==> src/sv/tpe_pkg.sv <==
// shared types and constants of the threshold protection element
// depends on nothing; imported by tpe_scale and threshold_protection_element_core
package tpe_pkg;

	localparam int FIELD_W    = 32;
	localparam int NUM_VALUES = 10;
	localparam int IN_DATA_W  = 328;
	localparam int OUT_DATA_W = 8;
	localparam int LEVEL_W    = 34;
	localparam int SUM_W      = 33;
	localparam int WIDE_W     = 64;
	localparam int CNT_W      = 24;
	localparam int PCT_W      = 8;
	localparam int QUO_W      = 25;
	localparam int REM_W      = 7;
	localparam int RP_W       = 15;
	localparam int IDX_W      = 3;

	localparam logic [PCT_W-1:0] PERCENT_BASE   = 8'd100;
	localparam logic [PCT_W-1:0] RETURN_PCT_RST = 8'd95;

	// reciprocals of 100: exact for magnitudes up to 2^31, and for remainder products
	localparam logic [FIELD_W-1:0] RECIP_100          = 32'h51EB_851F;
	localparam int                 RECIP_SHIFT        = 37;
	localparam logic [15:0]        RECIP_100_NARROW   = 16'd41944;
	localparam int                 RECIP_NARROW_SHIFT = 22;

	typedef enum logic [IDX_W-1:0] {
		REG_ENABLE  = 3'd0,
		REG_UNDER   = 3'd1,
		REG_SELECT  = 3'd2,
		REG_LEVEL   = 3'd3,
		REG_PERCENT = 3'd4,
		REG_DELAY   = 3'd5
	} reg_index_t;

	// quantity selector codes
	localparam logic [3:0] SEL_PO   = 4'd4;
	localparam logic [3:0] SEL_QO   = 4'd5;
	localparam logic [3:0] SEL_PR   = 4'd7;
	localparam logic [3:0] SEL_QR   = 4'd8;
	localparam logic [3:0] SEL_LAST = 4'd9;

endpackage

==> src/sv/tpe_scale.sv <==
// return level unit: level * percent / 100, truncated toward zero
// magnitude split as 100*q + r by reciprocal multiply, then q*percent + r*percent/100,
// stepped through the RECIP, REM, PROD and FIN states; uses tpe_pkg
module tpe_scale (
	input  logic                               clk,
	input  logic                               arst_n,
	input  logic                               start,
	input  logic signed [tpe_pkg::FIELD_W-1:0] level,
	input  logic        [tpe_pkg::PCT_W-1:0]   percent,
	output logic                               busy,
	output logic signed [tpe_pkg::LEVEL_W-1:0] scaled
);
	import tpe_pkg::*;

	typedef enum logic [4:0] {
		ST_IDLE  = 5'b00001,
		ST_RECIP = 5'b00010,
		ST_REM   = 5'b00100,
		ST_PROD  = 5'b01000,
		ST_FIN   = 5'b10000
	} scale_state_t;

	scale_state_t              state_q;
	logic                      neg_q;
	logic [FIELD_W-1:0]        mag_q;
	logic [PCT_W-1:0]          pct_q;
	logic [QUO_W-1:0]          quo_q;
	logic [REM_W-1:0]          rem_q;
	logic [SUM_W-1:0]          hi_q;
	logic [RP_W-1:0]           rp_q;
	logic signed [LEVEL_W-1:0] scaled_q;

	logic [WIDE_W-1:0]  recip_prod;
	logic [FIELD_W-1:0] fine_prod;
	logic [SUM_W-1:0]   sum;
	logic [LEVEL_W-1:0] quot;

	always_comb begin
		recip_prod = WIDE_W'(mag_q) * WIDE_W'(RECIP_100);
		fine_prod  = FIELD_W'(rp_q) * FIELD_W'(RECIP_100_NARROW);
		sum        = hi_q + SUM_W'(fine_prod[RECIP_NARROW_SHIFT +: PCT_W]);
		quot       = {1'b0, sum};
	end

	always_ff @(posedge clk or negedge arst_n) begin
		if (!arst_n) begin
			state_q  <= ST_IDLE;
			scaled_q <= '0;
		end else if (start) begin
			state_q <= ST_RECIP;
		end else begin
			case (state_q)
				ST_RECIP: state_q <= ST_REM;
				ST_REM:   state_q <= ST_PROD;
				ST_PROD:  state_q <= ST_FIN;
				ST_FIN: begin
					state_q  <= ST_IDLE;
					scaled_q <= neg_q ? -$signed(quot) : $signed(quot);
				end
				default: state_q <= ST_IDLE;
			endcase
		end
	end

	always_ff @(posedge clk) begin
		if (start) begin
			neg_q <= level[FIELD_W-1];
			mag_q <= level[FIELD_W-1] ? (FIELD_W'(0) - $unsigned(level)) : $unsigned(level);
			pct_q <= percent;
		end else begin
			case (state_q)
				ST_RECIP: quo_q <= recip_prod[RECIP_SHIFT +: QUO_W];
				ST_REM:   rem_q <= REM_W'(mag_q - FIELD_W'(quo_q) * FIELD_W'(PERCENT_BASE));
				ST_PROD: begin
					hi_q <= SUM_W'(quo_q) * SUM_W'(pct_q);
					rp_q <= RP_W'(rem_q) * RP_W'(pct_q);
				end
				default: ;
			endcase
		end
	end

	assign busy   = state_q != ST_IDLE;
	assign scaled = scaled_q;

endmodule

==> src/sv/threshold_protection_element_core.sv <==
// top level of the threshold protection element: stream ports, registers, compare and timer
// depends on tpe_pkg and tpe_scale
//
// One tick request in, one result out, one request per cycle sustained while m_tready is
// high and no recomputation runs. A taken request passes the input register, then the
// result register, which loads and raises m_tvalid when the input stage advances. A
// request holds an input stage while the result register still waits on m_tready. Each
// register write starts a recomputation of the return level (reciprocal multiply for the
// divide by 100, then the rescale, in tpe_scale); s_tready is low while recalc_q is set
// and while tpe_scale is busy. The value used is the low VALUE_WIDTH bits of the selected
// 32-bit field, sign extended.
module threshold_protection_element_core #(
	parameter int VALUE_WIDTH = 32
) (
	input  logic                                clk,
	input  logic                                arst_n,
	input  logic                                s_tvalid,
	output logic                                s_tready,
	// zero_seq_current, zero_seq_voltage, neg_seq_current, neg_seq_voltage,
	// active_power_zero, reactive_power_zero, apparent_power_zero, active_power_neg,
	// reactive_power_neg, apparent_power_neg (32 bits each), blocked (bit 320), zero pad
	input  logic [tpe_pkg::IN_DATA_W-1:0]       s_tdata,
	output logic                                m_tvalid,
	input  logic                                m_tready,
	// started (bit 0), tripped (bit 1), zero pad
	output logic [tpe_pkg::OUT_DATA_W-1:0]      m_tdata,
	input  logic                                cfg_valid,
	output logic                                cfg_ready,
	input  logic [tpe_pkg::IDX_W-1:0]           cfg_index,
	input  logic [tpe_pkg::FIELD_W-1:0]         cfg_data
);
	import tpe_pkg::*;

	// configuration
	logic                       enable_q;
	logic                       under_q;
	logic [3:0]                 sel_q;
	logic signed [FIELD_W-1:0]  level_q;
	logic [PCT_W-1:0]           percent_q;
	logic [CNT_W-1:0]           delay_q;
	logic                       recalc_q;

	logic                       scale_busy;
	logic signed [LEVEL_W-1:0]  scaled_level;

	// pipeline
	logic                           s1_valid_q;
	logic signed [VALUE_WIDTH-1:0]  val_s1;
	logic                           pq_s1;
	logic                           blk_s1;

	logic             m_valid_q;
	logic             started_q;
	logic             tripped_q;
	logic             pickup_q;
	logic [CNT_W-1:0] count_q;

	logic s_acc;
	logic adv;
	logic sel_ok;
	logic [8:0] sel_off;
	logic [VALUE_WIDTH-1:0] val_pick;

	logic signed [LEVEL_W-1:0] val_ext;
	logic signed [LEVEL_W-1:0] lvl;
	logic [LEVEL_W-1:0]        val_mag;
	logic [LEVEL_W-1:0]        lvl_mag;
	logic                      same_sign;
	logic                      cmp;
	logic                      start_now;
	logic                      trip_now;

	assign cfg_ready = 1'b1;

	always_ff @(posedge clk or negedge arst_n) begin
		if (!arst_n) begin
			enable_q  <= 1'b0;
			under_q   <= 1'b0;
			sel_q     <= '0;
			level_q   <= '0;
			percent_q <= RETURN_PCT_RST;
			delay_q   <= '0;
			recalc_q  <= 1'b0;
		end else begin
			recalc_q <= cfg_valid;
			if (cfg_valid) begin
				case (cfg_index)
					REG_ENABLE:  enable_q  <= cfg_data[0];
					REG_UNDER:   under_q   <= cfg_data[0];
					REG_SELECT:  sel_q     <= cfg_data[3:0];
					REG_LEVEL:   level_q   <= $signed(cfg_data);
					REG_PERCENT: percent_q <= cfg_data[PCT_W-1:0];
					REG_DELAY:   delay_q   <= cfg_data[CNT_W-1:0];
					default: ;
				endcase
			end
		end
	end

	tpe_scale u_scale (
		.clk     (clk),
		.arst_n  (arst_n),
		.start   (recalc_q),
		.level   (level_q),
		.percent (percent_q),
		.busy    (scale_busy),
		.scaled  (scaled_level)
	);

	// handshake
	assign adv      = s1_valid_q && (!m_valid_q || m_tready);
	assign s_tready = !recalc_q && !scale_busy && (!s1_valid_q || adv);
	assign s_acc    = s_tvalid && s_tready;

	// quantity selection at the input register
	always_comb begin
		sel_ok   = sel_q <= SEL_LAST;
		sel_off  = {sel_q, 5'd0};
		val_pick = sel_ok ? s_tdata[sel_off +: VALUE_WIDTH] : '0;
	end

	always_ff @(posedge clk or negedge arst_n) begin
		if (!arst_n) begin
			s1_valid_q <= 1'b0;
		end else if (s_acc) begin
			s1_valid_q <= 1'b1;
		end else if (adv) begin
			s1_valid_q <= 1'b0;
		end
	end

	always_ff @(posedge clk) begin
		if (s_acc) begin
			val_s1 <= $signed(val_pick);
			pq_s1  <= (sel_q == SEL_PO) || (sel_q == SEL_QO) ||
			          (sel_q == SEL_PR) || (sel_q == SEL_QR);
			blk_s1 <= s_tdata[NUM_VALUES*FIELD_W];
		end
	end

	// compare with hysteresis and sign check for the active and reactive power quantities
	always_comb begin
		val_ext   = LEVEL_W'(val_s1);
		lvl       = pickup_q ? scaled_level : LEVEL_W'(level_q);
		val_mag   = val_ext[LEVEL_W-1] ? (LEVEL_W'(0) - $unsigned(val_ext)) : $unsigned(val_ext);
		lvl_mag   = lvl[LEVEL_W-1] ? (LEVEL_W'(0) - $unsigned(lvl)) : $unsigned(lvl);
		same_sign = val_ext[LEVEL_W-1] == lvl[LEVEL_W-1];
		if (pq_s1) begin
			cmp = same_sign && (under_q ? (val_mag <= lvl_mag) : (val_mag >= lvl_mag));
		end else begin
			cmp = under_q ? (val_ext <= lvl) : (val_ext >= lvl);
		end
		start_now = enable_q && !blk_s1 && cmp;
		trip_now  = start_now && (count_q >= delay_q);
	end

	always_ff @(posedge clk or negedge arst_n) begin
		if (!arst_n) begin
			m_valid_q <= 1'b0;
			started_q <= 1'b0;
			tripped_q <= 1'b0;
			pickup_q  <= 1'b0;
			count_q   <= '0;
		end else begin
			if (adv) begin
				m_valid_q <= 1'b1;
				started_q <= start_now;
				tripped_q <= trip_now;
				pickup_q  <= start_now;
				if (!start_now) begin
					count_q <= '0;
				end else if (count_q < delay_q) begin
					count_q <= count_q + 1'b1;
				end
			end else if (m_tready) begin
				m_valid_q <= 1'b0;
			end
		end
	end

	assign m_tvalid = m_valid_q;
	assign m_tdata  = {6'd0, tripped_q, started_q};

endmodule
==> config.mk <==
export PLATFORM = sky130hd
export DESIGN_NAME = threshold_protection_element_core
export DESIGN_NICKNAME = d
export VERILOG_FILES = /design/src/sv/tpe_pkg.sv /design/src/sv/tpe_scale.sv /design/src/sv/threshold_protection_element_core.sv
export SDC_FILE = /design/constraint.sdc
export NUM_CORES = 2
export LEC_CHECK = 0
export BUFFER_PORTS_ARGS = -buffer_cell sky130_fd_sc_hd__buf_2
export CAP_MARGIN = 15
export CORE_ASPECT_RATIO = 0.9
export CORE_UTILIZATION = 41
export CTS_BUF_LIST = sky130_fd_sc_hd__clkbuf_8
export DETAILED_ROUTE_END_ITERATION = 8
export GPL_TIMING_DRIVEN = 1
export PLACE_DENSITY = 0.69
export SYNTH_ARGS = -nofsm -noshare
export SYNTH_HDL_FRONTEND = slang
export SYNTH_SLANG_ARGS = --single-unit
==> constraint.sdc <==
create_clock -name clk -period 8.9 [get_ports clk]
set_clock_uncertainty 0.05 [all_clocks]
set_input_delay 0.89 -clock clk [delete_from_list [all_inputs] [get_ports clk]]
set_output_delay 0.89 -clock clk [all_outputs]
set_load 0.05 [all_outputs]
==> impl_metrics.toml <==
[outcome]
status = "finished clean"

[synthesis]
synth_cells = 4539
synth_edf_count = 155
avgSynthCellArea_um2 = 10.21
synthArstFlopShare_pct = 47.10
yosysWarnings = 0
ys_seq_area_share_pct = 17.52
synth-main-ff-cell = "edfxtp_1"
syn_area_um2 = 46330
synth-seq-cells = 293
synth_cell_types = 91

[critical_path]
crit_type = "flop to flop"
path_max_fanout = 10
path_cells = "ha_1 > fa_1 > fa_1 > fa_1 > inv_1 > fa_1 > fa_1 > inv_1 > fa_1 > fa_1 > ha_1 > a21o_1 > a21o_1 > a221oi_1 > o211ai_1 > or4_1 > a31o_2 > a41oi_1 > nand3_1 > a31oi_1 > o21ba_2 > xnor2_1"
required_ps = 9220
critPathSlowestCell = "edfxtp_1"
end_kind = "flop"
cp_slowest_stage_delay_ps = 800
cp-start-kind = "flop"
crit_path_frequent_cell = "fa_1"
cp-startpoint = "u_scale.mag_q[15]"
crit_arrival_ps = 8670
timing.rr.start = "u_scale.mag_q[15]"

[floorplan]
start_util_pct = 41.51
fp.dieW_um = 356.3
die_y_um = 320.9
top_level_ports = 379
rows = 116
core_region_area_um2 = 111600
die-area_um2 = 114300

[timing]
drv_slew = 0
hold_violations = 0
tns_ps = 0
relSlewSlack_pct = 25.79
timing.final.crit_share_pct = 93.83
max_freq_ghz = 0.1197
post-route-min-period_ps = 8351
setup_viol = 0
tightest_slew_ps = 1098
whs_ps = 175.2

[global_route]
grt_usage_pct = 23.89
grt_antenna_before_repair = 29
grt_start_max_net_pins = 74
overflow = 0
grt_pass1_vias = 35599
grt_pass1_wl_um = 208400

[placement]
dp_hpwl_um = 114000
dpl_cell_area_um2 = 49930
gp_congestion = 0.9972
io_buffer_count = 364

[clock_network]
clock_latency_ps = 680
path_clk_slew_ps = 60
clockBufferDepth = 3
cts.htree.levels = 2
cts_buffers = 49
cts_tree = "built"
holdBufCountCts = 0
cts.sinks = 293
cts_root_buffer = "clkbuf_8"

[drt]
drt-vias-per-instance = 5.322
dr.first_iter.drc_count = 2181
firstDrtPassIters = 5
dr_total_vias = 34275
drtAntennaViolNets = 0
routed_wl_um = 133200
drt-wirelength-per-cell_um = 20.68
drc = 0

[job]
max-cap-violations = 0

[finish]
area_delta_synth_final_pct = 10.54
fillers = 10413
multi_input_area_um2 = 34400
nets = 6580
design_area_um2 = 51210
drive_gt1_share_pct = 14.76
fin_util_pct = 45.88
seqCellArea_um2 = 8124

[hold_path]
hold_class = "primary input to async pin"
-- worst paths after layout --
kind	end	slack, ps	cells after the start
max reg2reg	u_scale.quo_q[17]	550	22
max	u_scale.quo_q[17]	550	22
min	count_q[12]	180	1
max in group asynchronous	level_q[28]	7190	2
min in group clk	recalc_q	360	1
min reg2reg	u_scale.pct_q[5]	400	0
-- what timing repair did --
| item | CTS | global route |
|---|---|---|
| setup endpoints to repair | 0 | 16 |
| resized for setup | 0 | 7 |
| setup buffers | 0 | 9 |
-- critical path, delay by kind of cell, from the launching register on --
kind | cells | cell delay, ps
adders and majority gates | 9 | 4150
AOI/OAI and AO/OA | 8 | 2020
and+or+nand+nor | 2 | 910
DFF | 1 | 800
buffers and inverters | 2 | 100
xor gates and xnor gates | 1 | 50
-- flip-flops by register name, summed over array words and instances (netlist names), 4 cells and up --
name	count
percent_q	8
u_scale.quo_q	25
u_scale.hi_q	33
u_scale.scaled	34
u_scale.rem_q	7
val_s1	32
u_scale.state_q	5
delay_q	24
count_q	24
u_scale.rp_q	15
level_q	32
u_scale.mag_q	32
u_scale.pct_q	8
sel_q	4
-- cells in the final DEF (no fill, tap or decap), types with 47 or more instances in the layout --
cell type	instances
inv_1	914
ha_1	680
fa_1	625
buf_2	363
nand2_1	332
o21ai_0	172
xnor2_1	155
edfxtp_1	155
and2_1	137
a21oi_1	127
dfrtp_1	127
nor2_1	114
mux2_2	102
a21o_1	80
xor2_1	78
mux4_2	64
buf_4	59
clkbuf_8	56
nand3_1	53
nor3_1	47
-- synth_stat cells (all sizes together), types with 81 or more instances --
| master | count | area (µm²) |
|---|---|---|
| and2 | 138 | 865.8 |
| xnor2 | 156 | 1366 |
| inv | 902 | 3386 |
| edfxtp | 155 | 4654 |
| a21o | 81 | 608.1 |
| nor2 | 116 | 442.9 |
| fa | 625 | 12510 |
| o21ai | 185 | 937.2 |
| mux2 | 103 | 1164 |
| a21oi | 127 | 635.6 |
| dfrtp | 131 | 3278 |
| nand2 | 332 | 1246 |
| ha | 681 | 8521 |
-- cell type report --
cell class	count	area share, %
Clock buffer	56	1.505
Sequential cell	293	15.86
Multi-Input combinational cell	3236	67.17
Timing Repair Buffer	423	4.434
Inverter	903	6.619
Clock inverter	36	0.7207
Tap cell	1475	3.604
Antenna cell	18	0.08796
-- logic make-up (layout without fill, tap and decap cells) --
group | after synthesis | count (layout) | synth area share [%]
compound gates | 600 | 600 | 8.296
xor+xnor | 234 | 234 | 4.424
buf+inv | 1017 | 1418 | 8.399
fa+ha+maj | 1306 | 1306 | 45.40
flops | 293 | 293 | 17.52
mux | 202 | 202 | 6.379
simple gates | 885 | 885 | 9.568
other cells | 2 | 27 | 0.01621
-- stage by stage --
step	worst slack (ps)	instances
2_1_floorplan	1320	4546
3_3_place_gp	427.1	6321
3_5_place_dp	344.4	6321
4_1_cts	261.2	6413
5_1_grt	-0.2007	6437
6_report	549.0	6440
-- layer usage --
layer | routed length, µm | GRT usage [%] | up-vias | share of wire [%]
met1 | 55200 | 31.04 | 17133 | 41
met3 | 7587 | 3.143 | 232 | 5.7
li1 | - | - | 15795 | -
met5 | 12 | 0 | - | 0.0090
met4 | 6499 | 10.37 | 2 | 4.9
met2 | 63900 | 39.84 | 1113 | 48
Power is left out: the tool's default activity adds up to more than one toggle a clock period on the data nets, which glitch-free logic cannot reach.
